[config.mk]
export PLATFORM = sky130hd
export DESIGN_NAME = arcade_io_ports_with_shift_register_flat
export DESIGN_NICKNAME = d
export VERILOG_FILES = /design/src/hdl/aiosr_pkg.sv /design/src/hdl/aiosr_if.sv /design/src/hdl/arcade_io_ports_with_shift_register.sv /design/src/hdl/aiosr_shifter.sv /design/src/flat_wrapper.sv
export VERILOG_INCLUDE_DIRS = /design/src /design/src/hdl
export SDC_FILE = /design/constraint.sdc
export NUM_CORES = 1
export LEC_CHECK = 0
export ABC_AREA = 1
export ABC_CLOCK_PERIOD_IN_PS = 1500
export BUFFER_PORTS_ARGS = -buffer_cell sky130_fd_sc_hd__buf_2
export CAP_MARGIN = 30
export CORE_MARGIN = 2
export CORE_UTILIZATION = 40
export CTS_CLUSTER_DIAMETER = 40
export DETAILED_ROUTE_END_ITERATION = 16
export SYNTH_ARGS = -nofsm -noshare
export SYNTH_HDL_FRONTEND = slang
export SYNTH_SLANG_ARGS = --single-unit
[constraint.sdc]
create_clock -name clk -period 1.5 [get_ports clk]
set_clock_uncertainty 0.2 [all_clocks]
set_input_delay 0.3 -clock clk [delete_from_list [all_inputs] [get_ports clk]]
set_output_delay 0.3 -clock clk [all_outputs]
set_load 0.1 [all_outputs]
[src/hdl/arcade_io_ports_with_shift_register_assert.svh]
// assertion macros used by the i/o board rtl
`ifndef ARCADE_IO_PORTS_WITH_SHIFT_REGISTER_ASSERT_SVH
`define ARCADE_IO_PORTS_WITH_SHIFT_REGISTER_ASSERT_SVH
`ifndef NO_ASSERTIONS
// condition implies consequence in the same cycle
`define AIOSR_ASSERT_SAME(label, clk, rst, cond, cons) \
  label: assert property (@(posedge clk) disable iff (rst) (cond) |-> (cons)) \
    else $error("assertion failed: same-cycle check");
// condition implies consequence in the next cycle
`define AIOSR_ASSERT_NEXT(label, clk, rst, cond, cons) \
  label: assert property (@(posedge clk) disable iff (rst) (cond) |=> (cons)) \
    else $error("assertion failed: next-cycle check");
`else
`define AIOSR_ASSERT_SAME(label, clk, rst, cond, cons)
`define AIOSR_ASSERT_NEXT(label, clk, rst, cond, cons)
`endif
`endif

[src/hdl/aiosr_pkg.sv]
// types and codes of the arcade i/o board
package aiosr_pkg;

  // bus event codes
  localparam logic [1:0] ACT_READ  = 2'd0;
  localparam logic [1:0] ACT_WRITE = 2'd1;
  localparam logic [1:0] ACT_COIN  = 2'd2;

  // port numbers
  localparam logic [2:0] PORT_INPUTS_ONE   = 3'd1;
  localparam logic [2:0] PORT_INPUTS_TWO   = 3'd2;
  localparam logic [2:0] PORT_SHIFT_OFFSET = 3'd2;
  localparam logic [2:0] PORT_SHIFT_RESULT = 3'd3;
  localparam logic [2:0] PORT_SOUND_A      = 3'd3;
  localparam logic [2:0] PORT_SHIFT_DATA   = 3'd4;
  localparam logic [2:0] PORT_SOUND_B      = 3'd5;

  localparam int OFFSET_W = 3;
  localparam int SOUND_W  = 6;

  // one bus event as held in the input register
  typedef struct packed {
    logic [1:0] action;
    logic [2:0] port;
    logic [7:0] write_data;
    logic       start_one;
    logic       start_two;
    logic       fire_button;
    logic       left_button;
    logic       right_button;
    logic       extra_high_button;
    logic       extra_mid_button;
  } cmd_t;

  // controls from the port decoder to the shift unit
  typedef struct packed {
    logic load_offset;
    logic push_byte;
  } shift_ctl_t;

endpackage

[src/hdl/aiosr_if.sv]
// handshake channels of the arcade i/o board

// bus event channel
interface aiosr_cmd_if;
  logic       valid;
  logic       ready;
  logic [1:0] action;
  logic [2:0] port;
  logic [7:0] write_data;
  logic       start_one;
  logic       start_two;
  logic       fire_button;
  logic       left_button;
  logic       right_button;
  logic       extra_high_button;
  logic       extra_mid_button;

  modport source (
    output valid, action, port, write_data, start_one, start_two, fire_button,
           left_button, right_button, extra_high_button, extra_mid_button,
    input  ready
  );
  modport sink (
    input  valid, action, port, write_data, start_one, start_two, fire_button,
           left_button, right_button, extra_high_button, extra_mid_button,
    output ready
  );
endinterface

// result channel
interface aiosr_rsp_if;
  import aiosr_pkg::*;
  logic               valid;
  logic               ready;
  logic [7:0]         read_data;
  logic [SOUND_W-1:0] sound_start;

  modport source (output valid, read_data, sound_start, input ready);
  modport sink (input valid, read_data, sound_start, output ready);
endinterface

[src/hdl/arcade_io_ports_with_shift_register.sv]
// I/O board of an 8080 arcade machine: takes one bus event (port read, port
// write or coin insertion) per clock unless stalled and returns one result
// per event. An event is captured in an input register, decoded against the
// board state (shift register, shift offset, last sound bytes, coin latch) as
// it moves to the result register, and a new event can be taken every cycle
// while the result side accepts. The only stall comes from the result side:
// while a finished result waits, the input register still takes one more
// event before ready drops.
module arcade_io_ports_with_shift_register (
  input logic        clk,
  input logic        rst,
  aiosr_cmd_if.sink  cmd,
  aiosr_rsp_if.source rsp
);
  import aiosr_pkg::*;
  `include "arcade_io_ports_with_shift_register_assert.svh"

  logic               s1_valid;
  cmd_t               s1;
  logic               s1_adv;
  logic               out_ready;
  logic               out_valid;
  logic [7:0]         read_data;
  logic [SOUND_W-1:0] sound_start;
  logic [7:0]         read_data_next;
  logic [SOUND_W-1:0] sound_start_next;
  logic [7:0]         last_sound_byte_a;
  logic [7:0]         last_sound_byte_b;
  logic               coin_latch;
  logic [7:0]         rise;
  logic [7:0]         window;
  shift_ctl_t         shift_ctl;

  // handshake flow
  assign out_ready = !out_valid || rsp.ready;
  assign s1_adv    = s1_valid && out_ready;
  assign cmd.ready = !s1_valid || out_ready;

  // input register
  always_ff @(posedge clk) begin
    if (rst) begin
      s1_valid <= 1'b0;
    end else if (cmd.ready) begin
      s1_valid <= cmd.valid;
    end
  end

  always_ff @(posedge clk) begin
    if (cmd.valid && cmd.ready) begin
      s1.action            <= cmd.action;
      s1.port              <= cmd.port;
      s1.write_data        <= cmd.write_data;
      s1.start_one         <= cmd.start_one;
      s1.start_two         <= cmd.start_two;
      s1.fire_button       <= cmd.fire_button;
      s1.left_button       <= cmd.left_button;
      s1.right_button      <= cmd.right_button;
      s1.extra_high_button <= cmd.extra_high_button;
      s1.extra_mid_button  <= cmd.extra_mid_button;
    end
  end

  // shift register controls
  assign shift_ctl.load_offset = s1_adv && s1.action == ACT_WRITE
                                 && s1.port == PORT_SHIFT_OFFSET;
  assign shift_ctl.push_byte   = s1_adv && s1.action == ACT_WRITE
                                 && s1.port == PORT_SHIFT_DATA;

  aiosr_shifter u_shifter (
    .clk    (clk),
    .rst    (rst),
    .ctl    (shift_ctl),
    .data   (s1.write_data),
    .window (window)
  );

  // rising bits of the sound byte being written
  always_comb begin
    if (s1.port == PORT_SOUND_A) begin
      rise = s1.write_data & ~last_sound_byte_a;
    end else begin
      rise = s1.write_data & ~last_sound_byte_b;
    end
  end

  // result decode
  always_comb begin
    read_data_next   = '0;
    sound_start_next = '0;
    case (s1.action)
      ACT_READ: begin
        case (s1.port)
          PORT_INPUTS_ONE: read_data_next = {s1.extra_high_button, s1.right_button,
                                             s1.left_button, s1.fire_button,
                                             s1.extra_mid_button, s1.start_one,
                                             s1.start_two, coin_latch};
          PORT_INPUTS_TWO: read_data_next = {1'b0, s1.right_button, s1.left_button,
                                             s1.fire_button, 4'b0000};
          PORT_SHIFT_RESULT: read_data_next = window;
          default: read_data_next = '0;
        endcase
      end
      ACT_WRITE: begin
        case (s1.port)
          PORT_SOUND_A: sound_start_next = {2'b00, rise[2], rise[0], rise[3], rise[1]};
          PORT_SOUND_B: sound_start_next = {rise[0], rise[1], 4'b0000};
          default: sound_start_next = '0;
        endcase
      end
      default: begin
        read_data_next   = '0;
        sound_start_next = '0;
      end
    endcase
  end

  // board state updates
  always_ff @(posedge clk) begin
    if (rst) begin
      last_sound_byte_a <= '0;
      last_sound_byte_b <= '0;
      coin_latch        <= 1'b0;
    end else if (s1_adv) begin
      if (s1.action == ACT_COIN) begin
        coin_latch <= 1'b1;
      end else if (s1.action == ACT_READ && s1.port == PORT_INPUTS_ONE) begin
        coin_latch <= 1'b0;
      end
      if (s1.action == ACT_WRITE && s1.port == PORT_SOUND_A) begin
        last_sound_byte_a <= s1.write_data;
      end
      if (s1.action == ACT_WRITE && s1.port == PORT_SOUND_B) begin
        last_sound_byte_b <= s1.write_data;
      end
    end
  end

  // result register
  always_ff @(posedge clk) begin
    if (rst) begin
      out_valid <= 1'b0;
    end else if (out_ready) begin
      out_valid <= s1_valid;
    end
  end

  always_ff @(posedge clk) begin
    if (s1_adv) begin
      read_data   <= read_data_next;
      sound_start <= sound_start_next;
    end
  end

  assign rsp.valid       = out_valid;
  assign rsp.read_data   = read_data;
  assign rsp.sound_start = sound_start;

  // checks
  `AIOSR_ASSERT_SAME(a_one_kind_of_result, clk, rst, rsp.valid, rsp.read_data == '0 || rsp.sound_start == '0)
  `AIOSR_ASSERT_SAME(a_stall_needs_held_item, clk, rst, !cmd.ready, s1_valid && out_valid)
  `AIOSR_ASSERT_NEXT(a_advance_gives_result, clk, rst, s1_adv, out_valid)
  `AIOSR_ASSERT_NEXT(a_coin_read_clears, clk, rst, s1_adv && s1.action == ACT_READ && s1.port == PORT_INPUTS_ONE, !coin_latch)

endmodule

[src/hdl/aiosr_shifter.sv]
// 16-bit shift register with offset and byte window read
module aiosr_shifter (
  input  logic                   clk,
  input  logic                   rst,
  input  aiosr_pkg::shift_ctl_t  ctl,
  input  logic [7:0]             data,
  output logic [7:0]             window
);
  import aiosr_pkg::*;

  logic [15:0]         shift_data;
  logic [OFFSET_W-1:0] shift_offset;
  logic [15:0]         shifted;

  // new byte enters the top, old top byte drops to the bottom
  always_ff @(posedge clk) begin
    if (rst) begin
      shift_data   <= '0;
      shift_offset <= '0;
    end else begin
      if (ctl.push_byte) begin
        shift_data <= {data, shift_data[15:8]};
      end
      if (ctl.load_offset) begin
        shift_offset <= data[OFFSET_W-1:0];
      end
    end
  end

  // window is bits 15-offset down to 8-offset
  assign shifted = shift_data << shift_offset;
  assign window  = shifted[15:8];

endmodule
[src/flat_wrapper.sv]
// flat-port wrapper written by rule: the top's interface ports become plain ports
module arcade_io_ports_with_shift_register_flat import aiosr_pkg::*;
  (clk, rst, cmd_valid, cmd_action, cmd_port, cmd_write_data, cmd_start_one, cmd_start_two, cmd_fire_button, cmd_left_button, cmd_right_button, cmd_extra_high_button, cmd_extra_mid_button, cmd_ready, rsp_valid, rsp_read_data, rsp_sound_start, rsp_ready);
  aiosr_cmd_if cmd_i ();
  aiosr_rsp_if rsp_i ();
  input logic clk;
  input logic rst;
  input wire logic [$bits(cmd_i.valid)-1:0] cmd_valid;
  input wire logic [$bits(cmd_i.action)-1:0] cmd_action;
  input wire logic [$bits(cmd_i.port)-1:0] cmd_port;
  input wire logic [$bits(cmd_i.write_data)-1:0] cmd_write_data;
  input wire logic [$bits(cmd_i.start_one)-1:0] cmd_start_one;
  input wire logic [$bits(cmd_i.start_two)-1:0] cmd_start_two;
  input wire logic [$bits(cmd_i.fire_button)-1:0] cmd_fire_button;
  input wire logic [$bits(cmd_i.left_button)-1:0] cmd_left_button;
  input wire logic [$bits(cmd_i.right_button)-1:0] cmd_right_button;
  input wire logic [$bits(cmd_i.extra_high_button)-1:0] cmd_extra_high_button;
  input wire logic [$bits(cmd_i.extra_mid_button)-1:0] cmd_extra_mid_button;
  output wire logic [$bits(cmd_i.ready)-1:0] cmd_ready;
  output wire logic [$bits(rsp_i.valid)-1:0] rsp_valid;
  output wire logic [$bits(rsp_i.read_data)-1:0] rsp_read_data;
  output wire logic [$bits(rsp_i.sound_start)-1:0] rsp_sound_start;
  input wire logic [$bits(rsp_i.ready)-1:0] rsp_ready;
  assign cmd_i.valid = cmd_valid;
  assign cmd_i.action = cmd_action;
  assign cmd_i.port = cmd_port;
  assign cmd_i.write_data = cmd_write_data;
  assign cmd_i.start_one = cmd_start_one;
  assign cmd_i.start_two = cmd_start_two;
  assign cmd_i.fire_button = cmd_fire_button;
  assign cmd_i.left_button = cmd_left_button;
  assign cmd_i.right_button = cmd_right_button;
  assign cmd_i.extra_high_button = cmd_extra_high_button;
  assign cmd_i.extra_mid_button = cmd_extra_mid_button;
  assign cmd_ready = cmd_i.ready;
  assign rsp_valid = rsp_i.valid;
  assign rsp_read_data = rsp_i.read_data;
  assign rsp_sound_start = rsp_i.sound_start;
  assign rsp_i.ready = rsp_ready;
  arcade_io_ports_with_shift_register u_core (.clk(clk), .rst(rst), .cmd(cmd_i), .rsp(rsp_i));
endmodule
==> results.toml <==
[global_routing]
grt_pass1_vias = 2218
grtUsageMet3 = 0.04360
grt_use_met2 = 0.2804
track_usage = 0.1783
grt_max_degree = 25
antenna_found_initial = 0
use_met1 = 0.2302
top_usage_layer = "met2"
gr-total-overflow = 0
grt_pass1_wl_mm = 10.21

[cts]
clk_pin_slew_ns = 0.06
cts_buffer_depth = 2
cts_root_buf = "clkbuf_8"
cts_tree = "yes"
clock_latency_ns = 0.34
htreeDepth = 3
cts_made_buffers = 9
clock_sinks = 61

[die]
dieArea_mm2 = 0.007548
die_w_um = 86.88
boundaryPins = 40
design.core.area_mm2 = 0.006719
start_util = 0.4089
die_y_um = 86.88
rows = 30

[yosys]
yosysTopAreaCellShare = 0.3716
syn_area_per_cell_um2 = 9.346
syn-cell-area_mm2 = 0.002748
yosysSeqAreaShare = 0.5683
synth-seq-cells = 61
synth_top_flop_cell = "edfxtp_1"
synth_edf_count = 34
yosys-top-cells-count = "61 x nand2_1, 40 x nand3_1, 34 x edfxtp_1, 27 x dfxtp_1, 27 x nor2_1"
synth_area_leader_cell = "edfxtp_1"
syn-num-nets = 318
synthDistinctLibCells = 32
synth_cells = 294
yosysMostFrequentCell = "nand2_1"
ys_warn_count = 0
ys_top_cells_by_area = "edfxtp_1 37%, dfxtp_1 20%, nand2_1 8.3%"
async_flop_share = 0

[cells_and_area]
drive_above_1_share = 0.3342
nNetsFinal = 406
fin_area_mm2 = 0.004001
area_growth_pct = 45.63
antenna_cells = 0

[timing]
rsz0062_at_grt = "true"
whs_ns = 0.02995
final.period_utilization = 1.007
final-setup-viol-count = 3
fin_ws_ns = -0.01074
drv_slew = 0
worst_pin_slew_ns = 0.2712
timing.fmax_mhz = 661.9
post-route-min-period_ns = 1.511
relSlewSlack = 0.8181
hold_viol = 0

[route]
drc = 0
drtAntennaViolNets = 0
wl_per_cell_um = 13.31
drt-initial-drc-count = 161
vias = 2374
dr.pass1.iters = 4
wirelength_mm = 6.201
vias_per_cell = 5.094

[min_path]
hold_path.class = "primary input to flip-flop"

[pwr]
p_leak_nw = 1.592
p_per_area_mw_per_mm2 = 888.7
total_power_mw = 3.556
peakVddDrop_uv = 568.0

[worst_setup_path]
cp.required_ns = 1.39
slowest_delay_ns = 0.46
crit_path_max_fanout = 6
cp.arrival_ns = 1.40
worstSetupPathType = "flip-flop to flip-flop"
cpMaxStageDelayCell = "edfxtp_1"
crit_family = "flip-flops"
crit_chain = "buf_6 > nand3_4 > o21ai_1 > nor2_1"
endpoint_kind = "flip-flop"
worst_setup_path_start_kind = "flip-flop"
crit_buf_inv = 1

[run]
max_cap_violations = 0

[placement]
port_buffers = 39
pre_cts_ws_ns = -0.05187
place_congestion = 0.8318
dp_hpwl_mm = 4.317
placed_area_mm2 = 0.003465

[run_status]
violations = "negative setup slack"
status = "complete, but fails checks"
==> per-stage QoR <==
step | cells | TNS [ns] | util
floorplan | 294 | -7.918 | -
detailed placement | 427 | -0.1895 | 0.5156
CTS | 465 | 0 | 0.5777
global placement | 427 | -0.05084 | 0.5156
finish | 466 | -0.02446 | 0.5955
global route | 466 | -1.196 | 0.5955
==> placed cells by master (no fill, tap or decap), types with 3 or more instances in the layout <==
master / synthesis / final
nand2_1: 61 / 58
nand3_1: 40 / 36
edfxtp_1: 34 / 34
nor2_1: 27 / 26
dfxtp_1: 27 / 24
buf_2: 2 / 23
dlygate4sd3_1: 0 / 21
buf_12: 0 / 21
buf_4: 1 / 17
a21oi_1: 16 / 16
o21ai_1: 9 / 13
nor3_2: 0 / 13
o21ai_0: 16 / 11
inv_1: 11 / 9
clkbuf_8: 1 / 9
nand3_2: 4 / 6
inv_2: 4 / 5
nand2_2: 2 / 4
buf_6: 3 / 4
nand3_4: 1 / 3
clkinv_1: 2 / 3
clkbuf_1: 2 / 3
==> routing by layer <==
layer  up-vias  part of all wire
met1      1121              0.44
met4         0             0.022
li1       1185                 -
met3        13             0.034
met2        55              0.51
met5         -                 0
==> layout make-up <==
cell class	count	area, µm²
sequential	61	1570
clock buffer	12	135.1
timing repair buffer	86	918.4
multi-input combinational	204	1172
inverter	19	83.83
clock inverter	3	13.76
timing repair inverter	1	7.507
tap	80	100.1
fill	572	2718
==> timing repair <==
action	in CTS	in global routing
endpoints found under the setup margin	22	38
hold buffers	21	0
pin swaps	3	6
gates cloned	1	0
hold endpoints to repair	23	0
resized for setup	15	28
buffers inserted	1	1
==> kinds of logic after synthesis <==
| group | after synthesis | synth area share |
|---|---|---|
| buffers and inverters | 29 | 0.06056 |
| DFF | 61 | 0.5683 |
| AOI/OAI and AO/OA | 44 | 0.08333 |
| and+or+nand+nor | 160 | 0.2878 |
==> worst register-to-register path, stage by stage, from the launching register on <==
cell	delay, ns
edfxtp_1	0.46
buf_6	0.14
nand3_4	0.12
o21ai_1	0.26
nor2_1	0.08
==> power breakdown <==
part           internal [mW]  switching [mW]
logic                  0.213           0.287
registers               1.83          0.0489
clock network          0.580           0.600
==> path summary, 6_finish.rpt <==
kind,from,end,slack (ns),depth (start not counted)
worst max-delay path,u_core.s1[15],u_core.rsp.sound_start[0],-0.01,4
worst min-delay path,cmd_valid,u_core.s1_valid,0.03,3
worst max register to register,u_core.s1[15],u_core.rsp.sound_start[0],-0.01,4
worst min register to register,u_core.last_sound_byte_a[0],u_core.last_sound_byte_a[0],0.26,2
==> sequential cells by signal (all words and copies together), names as in the netlist <==
register                       flops
u_core.rsp.read_data               8
u_core.u_shifter.shift_data       15
u_core.last_sound_byte_a           4
u_core.coin_latch                  1
u_core.rsp.valid                   1
u_core.s1_valid                    1
u_core.s1                         20
u_core.rsp.sound_start             6
u_core.u_shifter.shift_offset      3
u_core.last_sound_byte_b           2
No activity file was read; power rests on OpenSTA's default activity.
